`config.mk`:
```
export PLATFORM = sky130hd
export DESIGN_NAME = tagged_value_stream_decoder_top
export DESIGN_NICKNAME = d
export VERILOG_FILES = /design/src/rtl/tvsd_pkg.sv /design/src/rtl/tagged_value_stream_decoder_top.sv /design/src/rtl/tvsd_parser.sv /design/src/rtl/tvsd_out_queue.sv
export SDC_FILE = /design/constraint.sdc
export NUM_CORES = 2
export LEC_CHECK = 0
export BUFFER_PORTS_ARGS = -buffer_cell sky130_fd_sc_hd__buf_4
export CAP_MARGIN = 20
export CORE_MARGIN = 2
export CORE_UTILIZATION = 60
export DETAILED_ROUTE_END_ITERATION = 10
export PLACE_DENSITY_LB_ADDON = 0.1
export SKIP_LAST_GASP = 1
export SLEW_MARGIN = 20
export SYNTH_ARGS = -nofsm -noshare
export SYNTH_HDL_FRONTEND = slang
export SYNTH_SLANG_ARGS = --single-unit
```
`constraint.sdc`:
```
create_clock -name i_clk -period 7.6 [get_ports i_clk]
set_input_delay 1.52 -clock i_clk [delete_from_list [all_inputs] [get_ports i_clk]]
set_output_delay 1.52 -clock i_clk [all_outputs]
set_load 0.05 [all_outputs]
```
`src/rtl/tvsd_pkg.sv`:
```
// Types, codes and helper functions shared by the decoder modules
`default_nettype none
package tvsd_pkg;
    localparam int MAX_LEVELS = 32;
    localparam int LVL_W = $clog2(MAX_LEVELS + 1);
    localparam int IDX_W = (MAX_LEVELS > 1) ? $clog2(MAX_LEVELS) : 1;

    localparam logic [3:0] K_NIL      = 4'd0;
    localparam logic [3:0] K_BOOL     = 4'd1;
    localparam logic [3:0] K_INT      = 4'd2;
    localparam logic [3:0] K_REAL     = 4'd3;
    localparam logic [3:0] K_STR      = 4'd4;
    localparam logic [3:0] K_STR_BYTE = 4'd5;
    localparam logic [3:0] K_TBL      = 4'd6;
    localparam logic [3:0] K_TBL_END  = 4'd7;
    localparam logic [3:0] K_ERR      = 4'd8;

    localparam logic [2:0] E_NONE      = 3'd0;
    localparam logic [2:0] E_TRUNC     = 3'd1;
    localparam logic [2:0] E_INT_CK    = 3'd2;
    localparam logic [2:0] E_LSTR_CK   = 3'd3;
    localparam logic [2:0] E_TYPE      = 3'd4;
    localparam logic [2:0] E_CNT_HDR   = 3'd5;
    localparam logic [2:0] E_TOO_DEEP  = 3'd6;

    localparam logic [2:0] T_NIL   = 3'd0;
    localparam logic [2:0] T_BOOL  = 3'd1;
    localparam logic [2:0] T_NUM   = 3'd2;
    localparam logic [2:0] T_SSTR  = 3'd4;
    localparam logic [2:0] T_LSTR  = 3'd5;
    localparam logic [2:0] T_TABLE = 3'd6;

    localparam logic [1:0] SLOT_ARRAY = 2'd0;
    localparam logic [1:0] SLOT_KEY   = 2'd1;
    localparam logic [1:0] SLOT_VALUE = 2'd2;

    localparam logic [4:0] CK_ZERO = 5'd0;
    localparam logic [4:0] CK_U8   = 5'd1;
    localparam logic [4:0] CK_U16  = 5'd2;
    localparam logic [4:0] CK_S32  = 5'd4;
    localparam logic [4:0] CK_S64  = 5'd6;
    localparam logic [4:0] CK_REAL = 5'd8;
    localparam logic [4:0] CK_ESC  = 5'd31;

    typedef enum logic [5:0] {
        PH_TAG     = 6'b000001,
        PH_INT     = 6'b000010,
        PH_REAL    = 6'b000100,
        PH_STRLEN  = 6'b001000,
        PH_STR     = 6'b010000,
        PH_CNT_TAG = 6'b100000,
        PH_CNT_INT = 6'b000000
    } t_phase;

    typedef struct packed {
        logic [1:0]  slot;
        logic [31:0] cnt;
    } t_lvl;

    typedef struct packed {
        logic [3:0]       kind;
        logic [63:0]      value;
        logic             is_key;
        logic [LVL_W-1:0] level;
        logic [2:0]       err;
        logic             str_end;
        logic             pkt_end;
        logic             last;
    } t_res;

    typedef struct packed {
        logic [1:0] cnt;
        t_res       r0;
        t_res       r1;
    } t_emit;

    function automatic t_lvl lvl_advance(input t_lvl e);
        t_lvl o;
        o = e;
        case (e.slot)
            SLOT_ARRAY: begin
                if (e.cnt != 32'd0) o.cnt = e.cnt - 32'd1;
                o.slot = (o.cnt == 32'd0) ? SLOT_KEY : SLOT_ARRAY;
            end
            SLOT_KEY: o.slot = SLOT_VALUE;
            default: o.slot = SLOT_KEY;
        endcase
        return o;
    endfunction

    function automatic logic [31:0] int_len(input logic [4:0] ck);
        logic [31:0] n;
        case (ck)
            CK_U8:   n = 32'd1;
            CK_U16:  n = 32'd2;
            CK_S32:  n = 32'd4;
            default: n = 32'd8;
        endcase
        return n;
    endfunction

    function automatic logic int_ck_ok(input logic [4:0] ck);
        return (ck == CK_U8) || (ck == CK_U16) || (ck == CK_S32) || (ck == CK_S64);
    endfunction

    function automatic logic [63:0] int_value(input logic [63:0] acc, input logic [4:0] ck);
        logic [63:0] v;
        v = acc;
        if (ck == CK_S32) v = {{32{acc[31]}}, acc[31:0]};
        return v;
    endfunction
endpackage
`default_nettype wire

```
`src/rtl/tagged_value_stream_decoder_top.sv`:
```
// Top level of the tagged value stream decoder
// An accepted byte's token words pass through the registered output queue.
// Throughput: one byte per cycle while m_axis_tready is high and each byte yields at
// most one word; a byte that also ends a packet early yields two, drained one a cycle.
// s_axis_tready drops when the four-word output queue cannot take two more words.
// Reset (i_rst_n low, synchronous) returns the parser to tag phase at top level
// and sets depth_limit to 32; stack entries are not cleared.
`default_nettype none
module tagged_value_stream_decoder_top (
    input  wire logic        i_clk,
    input  wire logic        i_rst_n,
    input  wire logic        i_cfg_we,
    input  wire logic [5:0]  i_cfg_wdata,   // depth_limit
    input  wire logic        s_axis_tvalid,
    output logic             s_axis_tready,
    input  wire logic [7:0]  s_axis_tdata,  // in_byte
    input  wire logic        s_axis_tlast,  // in_last
    output logic             m_axis_tvalid,
    input  wire logic        m_axis_tready,
    // [63:0] token_value, [64] is_key, [70:65] nest_level, [73:71] error_code,
    // [74] string_end, [75] last_result, [79:76] zero
    output logic [79:0]      m_axis_tdata,
    output logic [3:0]       m_axis_tuser,  // token_kind
    output logic             m_axis_tlast   // packet_end
);
    logic [5:0]      r_depth_limit;
    logic            accept;
    tvsd_pkg::t_emit emit;
    tvsd_pkg::t_res  res;

    assign accept = s_axis_tvalid && s_axis_tready;

    always_ff @(posedge i_clk) begin
        if (!i_rst_n) begin
            r_depth_limit <= 6'd32;
        end else if (i_cfg_we) begin
            r_depth_limit <= i_cfg_wdata;
        end
    end

    tvsd_parser u_parser (
        .i_clk         (i_clk),
        .i_rst_n       (i_rst_n),
        .i_accept      (accept),
        .i_byte        (s_axis_tdata),
        .i_last        (s_axis_tlast),
        .i_depth_limit (r_depth_limit),
        .o_emit        (emit)
    );

    tvsd_out_queue u_queue (
        .i_clk   (i_clk),
        .i_rst_n (i_rst_n),
        .i_emit  (emit),
        .o_room  (s_axis_tready),
        .o_valid (m_axis_tvalid),
        .i_ready (m_axis_tready),
        .o_res   (res)
    );

    assign m_axis_tdata = {4'd0, res.last, res.str_end, res.err, res.level,
                           res.is_key, res.value};
    assign m_axis_tuser = res.kind;
    assign m_axis_tlast = res.pkt_end;
endmodule
`default_nettype wire

```
`src/rtl/tvsd_parser.sv`:
```
// Byte parser: phase state, field accumulator and level stack
`default_nettype none
module tvsd_parser (
    input  wire logic            i_clk,
    input  wire logic            i_rst_n,
    input  wire logic            i_accept,
    input  wire logic [7:0]      i_byte,
    input  wire logic            i_last,
    input  wire logic [5:0]      i_depth_limit,
    output tvsd_pkg::t_emit      o_emit
);
    tvsd_pkg::t_phase                 r_phase, n_phase;
    logic [63:0]                      r_acc, n_acc;
    logic [31:0]                      r_rem, n_rem;
    logic [4:0]                       r_ck, n_ck;
    logic [2:0]                       r_pos, n_pos;
    logic [tvsd_pkg::LVL_W-1:0]       r_ptr, n_ptr;
    logic                             r_disc, n_disc;
    tvsd_pkg::t_lvl                   r_top, n_top;
    tvsd_pkg::t_lvl                   r_stk [tvsd_pkg::MAX_LEVELS];

    logic [tvsd_pkg::LVL_W-1:0] ptr_m1, ptr_m2, limit;
    logic [2:0]  typ;
    logic [4:0]  ck;
    logic        cur_key, emit0, err, do_vd, pop, push, trunc, clr;
    logic [63:0] acc_m, ival;
    logic [31:0] rem_dec, cnt_new, opn_cnt;
    tvsd_pkg::t_res res0, res1;
    tvsd_pkg::t_lvl parent;

    assign ptr_m1 = r_ptr - 1'b1;
    assign ptr_m2 = r_ptr - 2'd2;
    assign typ = i_byte[2:0];
    assign ck = i_byte[7:3];
    assign cur_key = (r_ptr != '0) && (r_top.slot == tvsd_pkg::SLOT_KEY);
    assign acc_m = r_acc | ({56'd0, i_byte} << {r_pos, 3'b000});
    assign rem_dec = (r_rem != 32'd0) ? r_rem - 32'd1 : r_rem;
    assign ival = tvsd_pkg::int_value(acc_m, r_ck);
    assign parent = r_stk[ptr_m2[tvsd_pkg::IDX_W-1:0]];
    assign limit = (i_depth_limit < 6'(tvsd_pkg::MAX_LEVELS)) ?
                   tvsd_pkg::LVL_W'(i_depth_limit) : tvsd_pkg::LVL_W'(tvsd_pkg::MAX_LEVELS);

    always_comb begin
        n_phase = r_phase;
        n_acc = r_acc;
        n_rem = r_rem;
        n_ck = r_ck;
        n_pos = r_pos;
        n_ptr = r_ptr;
        n_disc = r_disc;
        n_top = r_top;
        emit0 = 1'b0;
        err = 1'b0;
        do_vd = 1'b0;
        pop = 1'b0;
        push = 1'b0;
        opn_cnt = 32'd0;
        cnt_new = 32'd0;
        res0 = '0;
        res0.is_key = cur_key;
        res0.level = r_ptr;

        if (!r_disc) begin
            case (r_phase)
                tvsd_pkg::PH_TAG: begin
                    case (typ)
                        tvsd_pkg::T_NIL: begin
                            emit0 = 1'b1;
                            do_vd = 1'b1;
                            if (cur_key) begin
                                res0.kind = tvsd_pkg::K_TBL_END;
                                res0.is_key = 1'b0;
                                res0.level = ptr_m1;
                                pop = 1'b1;
                            end else begin
                                res0.kind = tvsd_pkg::K_NIL;
                            end
                        end
                        tvsd_pkg::T_BOOL: begin
                            emit0 = 1'b1;
                            do_vd = 1'b1;
                            res0.kind = tvsd_pkg::K_BOOL;
                            res0.value = {63'd0, ck != 5'd0};
                        end
                        tvsd_pkg::T_NUM: begin
                            if (ck == tvsd_pkg::CK_REAL) begin
                                n_phase = tvsd_pkg::PH_REAL;
                                n_ck = ck; n_acc = '0; n_pos = '0; n_rem = 32'd8;
                            end else if (ck == tvsd_pkg::CK_ZERO) begin
                                emit0 = 1'b1;
                                do_vd = 1'b1;
                                res0.kind = tvsd_pkg::K_INT;
                            end else if (tvsd_pkg::int_ck_ok(ck)) begin
                                n_phase = tvsd_pkg::PH_INT;
                                n_ck = ck; n_acc = '0; n_pos = '0;
                                n_rem = tvsd_pkg::int_len(ck);
                            end else begin
                                err = 1'b1;
                                res0.err = tvsd_pkg::E_INT_CK;
                            end
                        end
                        tvsd_pkg::T_SSTR: begin
                            emit0 = 1'b1;
                            res0.kind = tvsd_pkg::K_STR;
                            res0.value = {59'd0, ck};
                            if (ck == 5'd0) begin
                                res0.str_end = 1'b1;
                                do_vd = 1'b1;
                            end else begin
                                n_phase = tvsd_pkg::PH_STR;
                                n_rem = {27'd0, ck};
                            end
                        end
                        tvsd_pkg::T_LSTR: begin
                            if (ck == tvsd_pkg::CK_U16 || ck == tvsd_pkg::CK_S32) begin
                                n_phase = tvsd_pkg::PH_STRLEN;
                                n_ck = ck; n_acc = '0; n_pos = '0;
                                n_rem = (ck == tvsd_pkg::CK_U16) ? 32'd2 : 32'd4;
                            end else begin
                                err = 1'b1;
                                res0.err = tvsd_pkg::E_LSTR_CK;
                            end
                        end
                        tvsd_pkg::T_TABLE: begin
                            if (r_ptr >= limit) begin
                                err = 1'b1;
                                res0.err = tvsd_pkg::E_TOO_DEEP;
                            end else if (ck == tvsd_pkg::CK_ESC) begin
                                n_phase = tvsd_pkg::PH_CNT_TAG;
                            end else begin
                                push = 1'b1;
                                opn_cnt = {27'd0, ck};
                            end
                        end
                        default: begin
                            err = 1'b1;
                            res0.err = tvsd_pkg::E_TYPE;
                        end
                    endcase
                end
                tvsd_pkg::PH_CNT_TAG: begin
                    if (typ != tvsd_pkg::T_NUM || ck == tvsd_pkg::CK_REAL) begin
                        err = 1'b1;
                        res0.err = tvsd_pkg::E_CNT_HDR;
                    end else if (ck == tvsd_pkg::CK_ZERO) begin
                        push = 1'b1;
                    end else if (tvsd_pkg::int_ck_ok(ck)) begin
                        n_phase = tvsd_pkg::PH_CNT_INT;
                        n_ck = ck; n_acc = '0; n_pos = '0;
                        n_rem = tvsd_pkg::int_len(ck);
                    end else begin
                        err = 1'b1;
                        res0.err = tvsd_pkg::E_INT_CK;
                    end
                end
                tvsd_pkg::PH_STR: begin
                    emit0 = 1'b1;
                    n_rem = rem_dec;
                    res0.kind = tvsd_pkg::K_STR_BYTE;
                    res0.value = {56'd0, i_byte};
                    res0.is_key = 1'b0;
                    res0.str_end = (rem_dec == 32'd0);
                    if (rem_dec == 32'd0) begin
                        n_phase = tvsd_pkg::PH_TAG;
                        do_vd = 1'b1;
                    end
                end
                tvsd_pkg::PH_INT, tvsd_pkg::PH_REAL, tvsd_pkg::PH_STRLEN,
                tvsd_pkg::PH_CNT_INT: begin
                    n_acc = acc_m;
                    n_pos = r_pos + 3'd1;
                    n_rem = rem_dec;
                    if (rem_dec == 32'd0) begin
                        n_phase = tvsd_pkg::PH_TAG;
                        case (r_phase)
                            tvsd_pkg::PH_INT: begin
                                emit0 = 1'b1; do_vd = 1'b1;
                                res0.kind = tvsd_pkg::K_INT;
                                res0.value = ival;
                            end
                            tvsd_pkg::PH_REAL: begin
                                emit0 = 1'b1; do_vd = 1'b1;
                                res0.kind = tvsd_pkg::K_REAL;
                                res0.value = acc_m;
                            end
                            tvsd_pkg::PH_STRLEN: begin
                                emit0 = 1'b1;
                                res0.kind = tvsd_pkg::K_STR;
                                res0.value = {32'd0, acc_m[31:0]};
                                res0.str_end = (acc_m[31:0] == 32'd0);
                                if (acc_m[31:0] == 32'd0) begin
                                    do_vd = 1'b1;
                                end else begin
                                    n_phase = tvsd_pkg::PH_STR;
                                    n_rem = acc_m[31:0];
                                end
                            end
                            default: begin
                                push = 1'b1;
                                opn_cnt = ival[31] ? 32'd0 : ival[31:0];
                            end
                        endcase
                    end
                end
                default: n_phase = tvsd_pkg::PH_TAG;
            endcase

            if (push) begin
                emit0 = 1'b1;
                res0.kind = tvsd_pkg::K_TBL;
                res0.value = {32'd0, opn_cnt};
                n_phase = tvsd_pkg::PH_TAG;
                n_ptr = r_ptr + 1'b1;
                n_top.cnt = opn_cnt;
                n_top.slot = (opn_cnt != 32'd0) ? tvsd_pkg::SLOT_ARRAY : tvsd_pkg::SLOT_KEY;
            end else if (pop) begin
                n_ptr = ptr_m1;
                n_top = tvsd_pkg::lvl_advance(parent);
            end else if (do_vd && r_ptr != '0) begin
                n_top = tvsd_pkg::lvl_advance(r_top);
            end
            if (err) begin
                emit0 = 1'b1;
                res0.kind = tvsd_pkg::K_ERR;
                res0.value = '0;
                res0.is_key = 1'b0;
                res0.level = r_ptr;
                n_disc = 1'b1;
            end
        end

        trunc = !r_disc && !err && i_last && (n_phase != tvsd_pkg::PH_TAG || n_ptr != '0);
        res1 = '0;
        res1.kind = tvsd_pkg::K_ERR;
        res1.level = n_ptr;
        res1.err = tvsd_pkg::E_TRUNC;
        res1.pkt_end = 1'b1;
        res1.last = 1'b1;

        clr = i_last;
        if (clr) begin
            n_phase = tvsd_pkg::PH_TAG;
            n_acc = '0; n_rem = '0; n_ck = '0; n_pos = '0;
            n_ptr = '0; n_disc = 1'b0;
        end

        o_emit = '0;
        if (emit0) begin
            o_emit.r0 = res0;
            o_emit.r0.last = !trunc;
            o_emit.r0.pkt_end = i_last && !trunc;
            o_emit.r1 = res1;
            o_emit.cnt = trunc ? 2'd2 : 2'd1;
        end else if (trunc) begin
            o_emit.r0 = res1;
            o_emit.cnt = 2'd1;
        end
        if (!i_accept) o_emit.cnt = 2'd0;
    end

    always_ff @(posedge i_clk) begin
        if (!i_rst_n) begin
            r_phase <= tvsd_pkg::PH_TAG;
            r_acc <= '0;
            r_rem <= '0;
            r_ck <= '0;
            r_pos <= '0;
            r_ptr <= '0;
            r_disc <= 1'b0;
        end else if (i_accept) begin
            r_phase <= n_phase;
            r_acc <= n_acc;
            r_rem <= n_rem;
            r_ck <= n_ck;
            r_pos <= n_pos;
            r_ptr <= n_ptr;
            r_disc <= n_disc;
        end
    end

    always_ff @(posedge i_clk) begin
        if (i_accept) begin
            r_top <= n_top;
            if (push && !r_disc && r_ptr != '0) begin
                r_stk[ptr_m1[tvsd_pkg::IDX_W-1:0]] <= r_top;
            end
        end
    end
endmodule
`default_nettype wire

```
`src/rtl/tvsd_out_queue.sv`:
```
// Four-word result queue taking up to two words per cycle
`default_nettype none
module tvsd_out_queue (
    input  wire logic           i_clk,
    input  wire logic           i_rst_n,
    input  tvsd_pkg::t_emit     i_emit,
    output logic                o_room,
    output logic                o_valid,
    input  wire logic           i_ready,
    output tvsd_pkg::t_res      o_res
);
    tvsd_pkg::t_res r_mem [4];
    logic [1:0] r_wr, r_rd, n_wr, n_rd;
    logic [2:0] r_cnt, n_cnt;
    logic       pop;

    assign o_valid = (r_cnt != 3'd0);
    assign o_room = (r_cnt <= 3'd2);
    assign o_res = r_mem[r_rd];
    assign pop = o_valid && i_ready;

    always_comb begin
        n_wr = r_wr + i_emit.cnt;
        n_rd = r_rd + {1'b0, pop};
        n_cnt = r_cnt + {1'b0, i_emit.cnt} - {2'b00, pop};
    end

    always_ff @(posedge i_clk) begin
        if (!i_rst_n) begin
            r_wr <= '0;
            r_rd <= '0;
            r_cnt <= '0;
        end else begin
            r_wr <= n_wr;
            r_rd <= n_rd;
            r_cnt <= n_cnt;
        end
    end

    always_ff @(posedge i_clk) begin
        if (i_emit.cnt != 2'd0) r_mem[r_wr] <= i_emit.r0;
        if (i_emit.cnt == 2'd2) r_mem[r_wr + 2'd1] <= i_emit.r1;
    end
endmodule
`default_nettype wire

```
==> results.json <==
{
  "worstHoldStart": "u_parser.r_ck[4]",
  "first_global_vias": 43020,
  "r2r-end": "u_queue.r_mem[0][2]",
  "fin_crit_ps": 7170,
  "fp.dieW_um": 340,
  "critPathRequiredTime_ps": 8250,
  "dp.final_hpwl_mm": 116,
  "num-nets-final": 5103,
  "whs_path_depth": 1,
  "p_leak_nw": 25.6,
  "fmax_mhz": 139,
  "synth_compound_area_share_pct": 8.91,
  "synth-edff-count": 1162,
  "async_reset_ff_share_pct": 0,
  "hold_violations": 0,
  "port_buffers": 102,
  "grt_usage_pct": 32.8,
  "report.final.slew_viol_count": 0,
  "hold_end": "u_parser.r_ck[4]",
  "htree_levels": 4,
  "grt_pass1_wl_mm": 282,
  "synthAdderAreaFrac_pct": 0.508,
  "clkLatencyLatePin_ps": 800,
  "seq_power_share_pct": 48.7,
  "worst_pin_slew_ps": 1110,
  "synth_commonest_cells": "1162 x edfxtp_1, 652 x nand2_1, 414 x dfxtp_1, 389 x o21ai_0, 359 x mux4_2",
  "core_area_um2": 112000,
  "cts-buffers-inserted": 157,
  "synthFlopType": "edfxtp_1",
  "finalCritPeriodShare_pct": 94.4,
  "power_density_nw_per_um2": 252,
  "end_kind": "register",
  "pwr-share-clk_pct": 40.3,
  "cpMaxStageDelayCell": "o32ai_1",
  "synthTopCellsByArea": "edfxtp_1 51%, dfxtp_1 12%, mux4_2 12%",
  "place_ws_ps": 302,
  "setup_viol": 0,
  "tritoncts": "built",
  "drtPass1Iterations": 7,
  "ant_nets": 0,
  "clock_path_buffers": 3,
  "cts.sinks": 1576,
  "drc_errors": 0,
  "clock-root-buffer": "clkbuf_16",
  "ys_warn_count": 0,
  "timing.reg2reg.worst_path_depth": 21,
  "gp_routability_congestion": 0.998,
  "yosysUniqueCellTypes": 91,
  "nFillCells": 7843,
  "synth_top_family_by_area": "multiplexers",
  "netlist_instances": 4948,
  "slew-limit-headroom_pct": 24.0,
  "r2r_slack_ps": 430,
  "fin_cells": 6690,
  "drive_gt1_share_pct": 18.9,
  "hold_class": "reg2reg",
  "reg2reg_from": "u_parser.r_rem[0]",
  "synth_xor_xnor_area_share_pct": 1.34,
  "antenna_found_initial": 3,
  "pwr-share-comb_pct": 11.0,
  "hold_buffers": 0,
  "netlist.area_leader.share_pct": 51.4,
  "yosysSeqAreaShare_pct": 63.6,
  "switching_share_pct": 25.4,
  "cp-start-kind": "register",
  "io_pins": 107,
  "fin_total_pwr_mw": 19.3,
  "cp_num_buf_inv": 3,
  "rows": 123,
  "syn_area_um2": 67900,
  "finalWirelength_mm": 190,
  "clk_pin_slew_worst_paths_ps": 60,
  "via_per_inst": 6.63,
  "synth_most_common_cell": "edfxtp_1",
  "multi_input_comb_area_um2": 23600,
  "die-area_um2": 116000,
  "final-seq-area_um2": 43200,
  "arrival_ps": 7820,
  "p_int_mw": 14.4,
  "drv_cap": 0,
  "syn_avg_cell_area_um2": 13.7,
  "area_growth_pct": 12.7,
  "dp.cells": 6383,
  "start_util_pct": 60.5,
  "crit_family": "simple AND/OR/NAND/NOR gates",
  "cp_max_fo": 41,
  "drt_iter0_markers": 5584,
  "setup_ws_ps": 428,
  "worstSetupPathType": "reg2reg",
  "ys_seq_elements": 1576,
  "post_drt_wl_per_cell_um": 28.4,
  "synth_mux_area_share_pct": 13.7,
  "synth-simple-area-share_pct": 9.68,
  "p_switching_mw": 4.89,
  "cp_slowest_stage_delay_ps": 770,
  "grt_max_degree": 150,
  "ir_drop_mv": 0.230,
  "crit_chain": "inv_1 -> ha_1 -> or3b_1 -> or4_1 -> a31oi_2 -> nor4b_1 -> xnor2_1 -> nand4_1 -> nor3_4 -> a21oi_1 -> o32ai_1 -> nor4_4 -> nand2_1 -> and2_1 -> ha_1 -> buf_4 -> nor3_2 -> nor2_4 -> buf_4 -> nand2_1 -> o21ai_0",
  "via_count": 44374,
  "die_height_um": 340,
  "status": "finished clean",
  "synth_top_area_cell": "edfxtp_1",
  "grt_overflow": 0,
  "clock_skew_ps": 36.1
}
worst register-to-register path, delay by kind of cell (launching register included):
family	cells	cell delay [ps]
flops	1	390
simple gates	11	3930
buf+inv	3	650
compound gates	4	1390
xor+xnor	1	230
fa+ha+maj	2	460
final cells by class:
| cell class | count | share of cell area (%) |
|---|---|---|
| inverter | 38 | 0.186 |
| multi-input combinational | 2996 | 30.8 |
| clock inverter | 93 | 1.32 |
| clock buffer | 198 | 5.43 |
| tap | 1500 | 2.45 |
| timing repair buffer | 287 | 3.31 |
| sequential | 1576 | 56.5 |
| antenna | 2 | 0.00654 |
stage by stage:
step	hold WS [ps]	TNS, ps	utilization [%]	instance area (um2)
2_1_floorplan	420	0	-	67900
3_3_place_gp	428	0	63.3	71100
3_5_place_dp	436	0	63.3	71100
4_1_cts	445	0	67.9	76300
5_1_grt	469	-392	68.1	76500
6_report	447	0	68.1	76500
power groups by stage:
| stage | logic (mW) | clock network, mW | registers (mW) |
|---|---|---|---|
| 2_1_floorplan | 1.48 | 0 | 9.48 |
| 3_3_place_gp | 2.06 | 0 | 9.57 |
| 3_5_place_dp | 2.06 | 0 | 9.57 |
| 4_1_cts | 2.07 | 7.84 | 9.39 |
| 5_1_grt | 2.25 | 8.18 | 9.39 |
| 6_report | 2.12 | 7.76 | 9.38 |
logic make-up (layout without fill, tap and decap cells):
| kind of cell | after synthesis | in the layout |
|---|---|---|
| flip-flops | 1576 | 1576 |
| multiplexers | 480 | 480 |
| other | 1 | 6 |
| adder cells (fa/ha/maj) | 27 | 27 |
| AND/OR/NAND/NOR | 1410 | 1411 |
| buffers and inverters | 380 | 616 |
| XOR/XNOR | 103 | 103 |
| AO/OA/AOI/OAI | 971 | 971 |
flip-flops by register name, summed over array words and instances, names as in the netlist, 5 cells and up:
name / cells
u_parser.r_stk: 1088
u_queue.r_mem: 324
u_parser.r_acc: 64
u_parser.r_top: 34
u_parser.r_rem: 32
r_depth_limit: 6
u_parser.r_phase: 6
u_parser.r_ptr: 6
u_parser.r_ck: 5
cell usage in the layout (no fill, tap or decap), types with 32 or more instances in the layout:
master | netlist | final
nand2_1 | 652 | 648
o21ai_0 | 389 | 389
clkbuf_1 | 243 | 34
edfxtp_1 | 1162 | 1162
nor3_1 | 84 | 77
dfxtp_1 | 414 | 410
inv_1 | 36 | 36
a21oi_1 | 168 | 166
buf_4 | 13 | 251
a211o_1 | 35 | 35
mux4_2 | 359 | 359
nor2_4 | 0 | 36
nand3_1 | 96 | 94
nor4_1 | 34 | 34
mux2i_1 | 118 | 118
xor2_1 | 46 | 45
xnor2_1 | 56 | 55
clkbuf_16 | 0 | 157
a22oi_1 | 84 | 84
clkinv_1 | 2 | 34
nor2b_1 | 85 | 85
nor2_1 | 233 | 197
o22ai_1 | 32 | 32
a21o_1 | 32 | 32
and2_1 | 41 | 40
nand4_1 | 35 | 35
how the worst max path moves through the flow:
| stage | endpoint | start | cells past startpoint | slack, ps |
|---|---|---|---|---|
| floorplan | u_queue.r_mem[0][0] | u_parser.r_ptr[0] | 26 | 1030 |
| global placement | u_queue.r_mem[0][4] | s_axis_tdata[3] | 20 | 470 |
| detailed placement | u_queue.r_mem[0][2] | u_parser.r_rem[0] | 21 | 300 |
| CTS | u_queue.r_mem[0][48] | u_parser.r_rem[0] | 21 | 260 |
| global route | u_queue.r_mem[0][46] | u_parser.r_rem[0] | 23 | -50 |
| finish | u_queue.r_mem[0][2] | u_parser.r_rem[0] | 21 | 430 |
per-layer routing:
layer,GRT usage (%),vias up,wire [um]
met2,52.4,2341,91700
met1,44.9,22324,72900
li1,-,19263,-
met3,5.12,442,16800
met4,14.7,4,8930
met5,0,-,21
repair_timing:
item	4_1_cts	5_1_grt
gates resized for setup	0	3
endpoints found under the setup margin	0	51
buffers inserted	0	0
(Power assumes the default switching activity.)
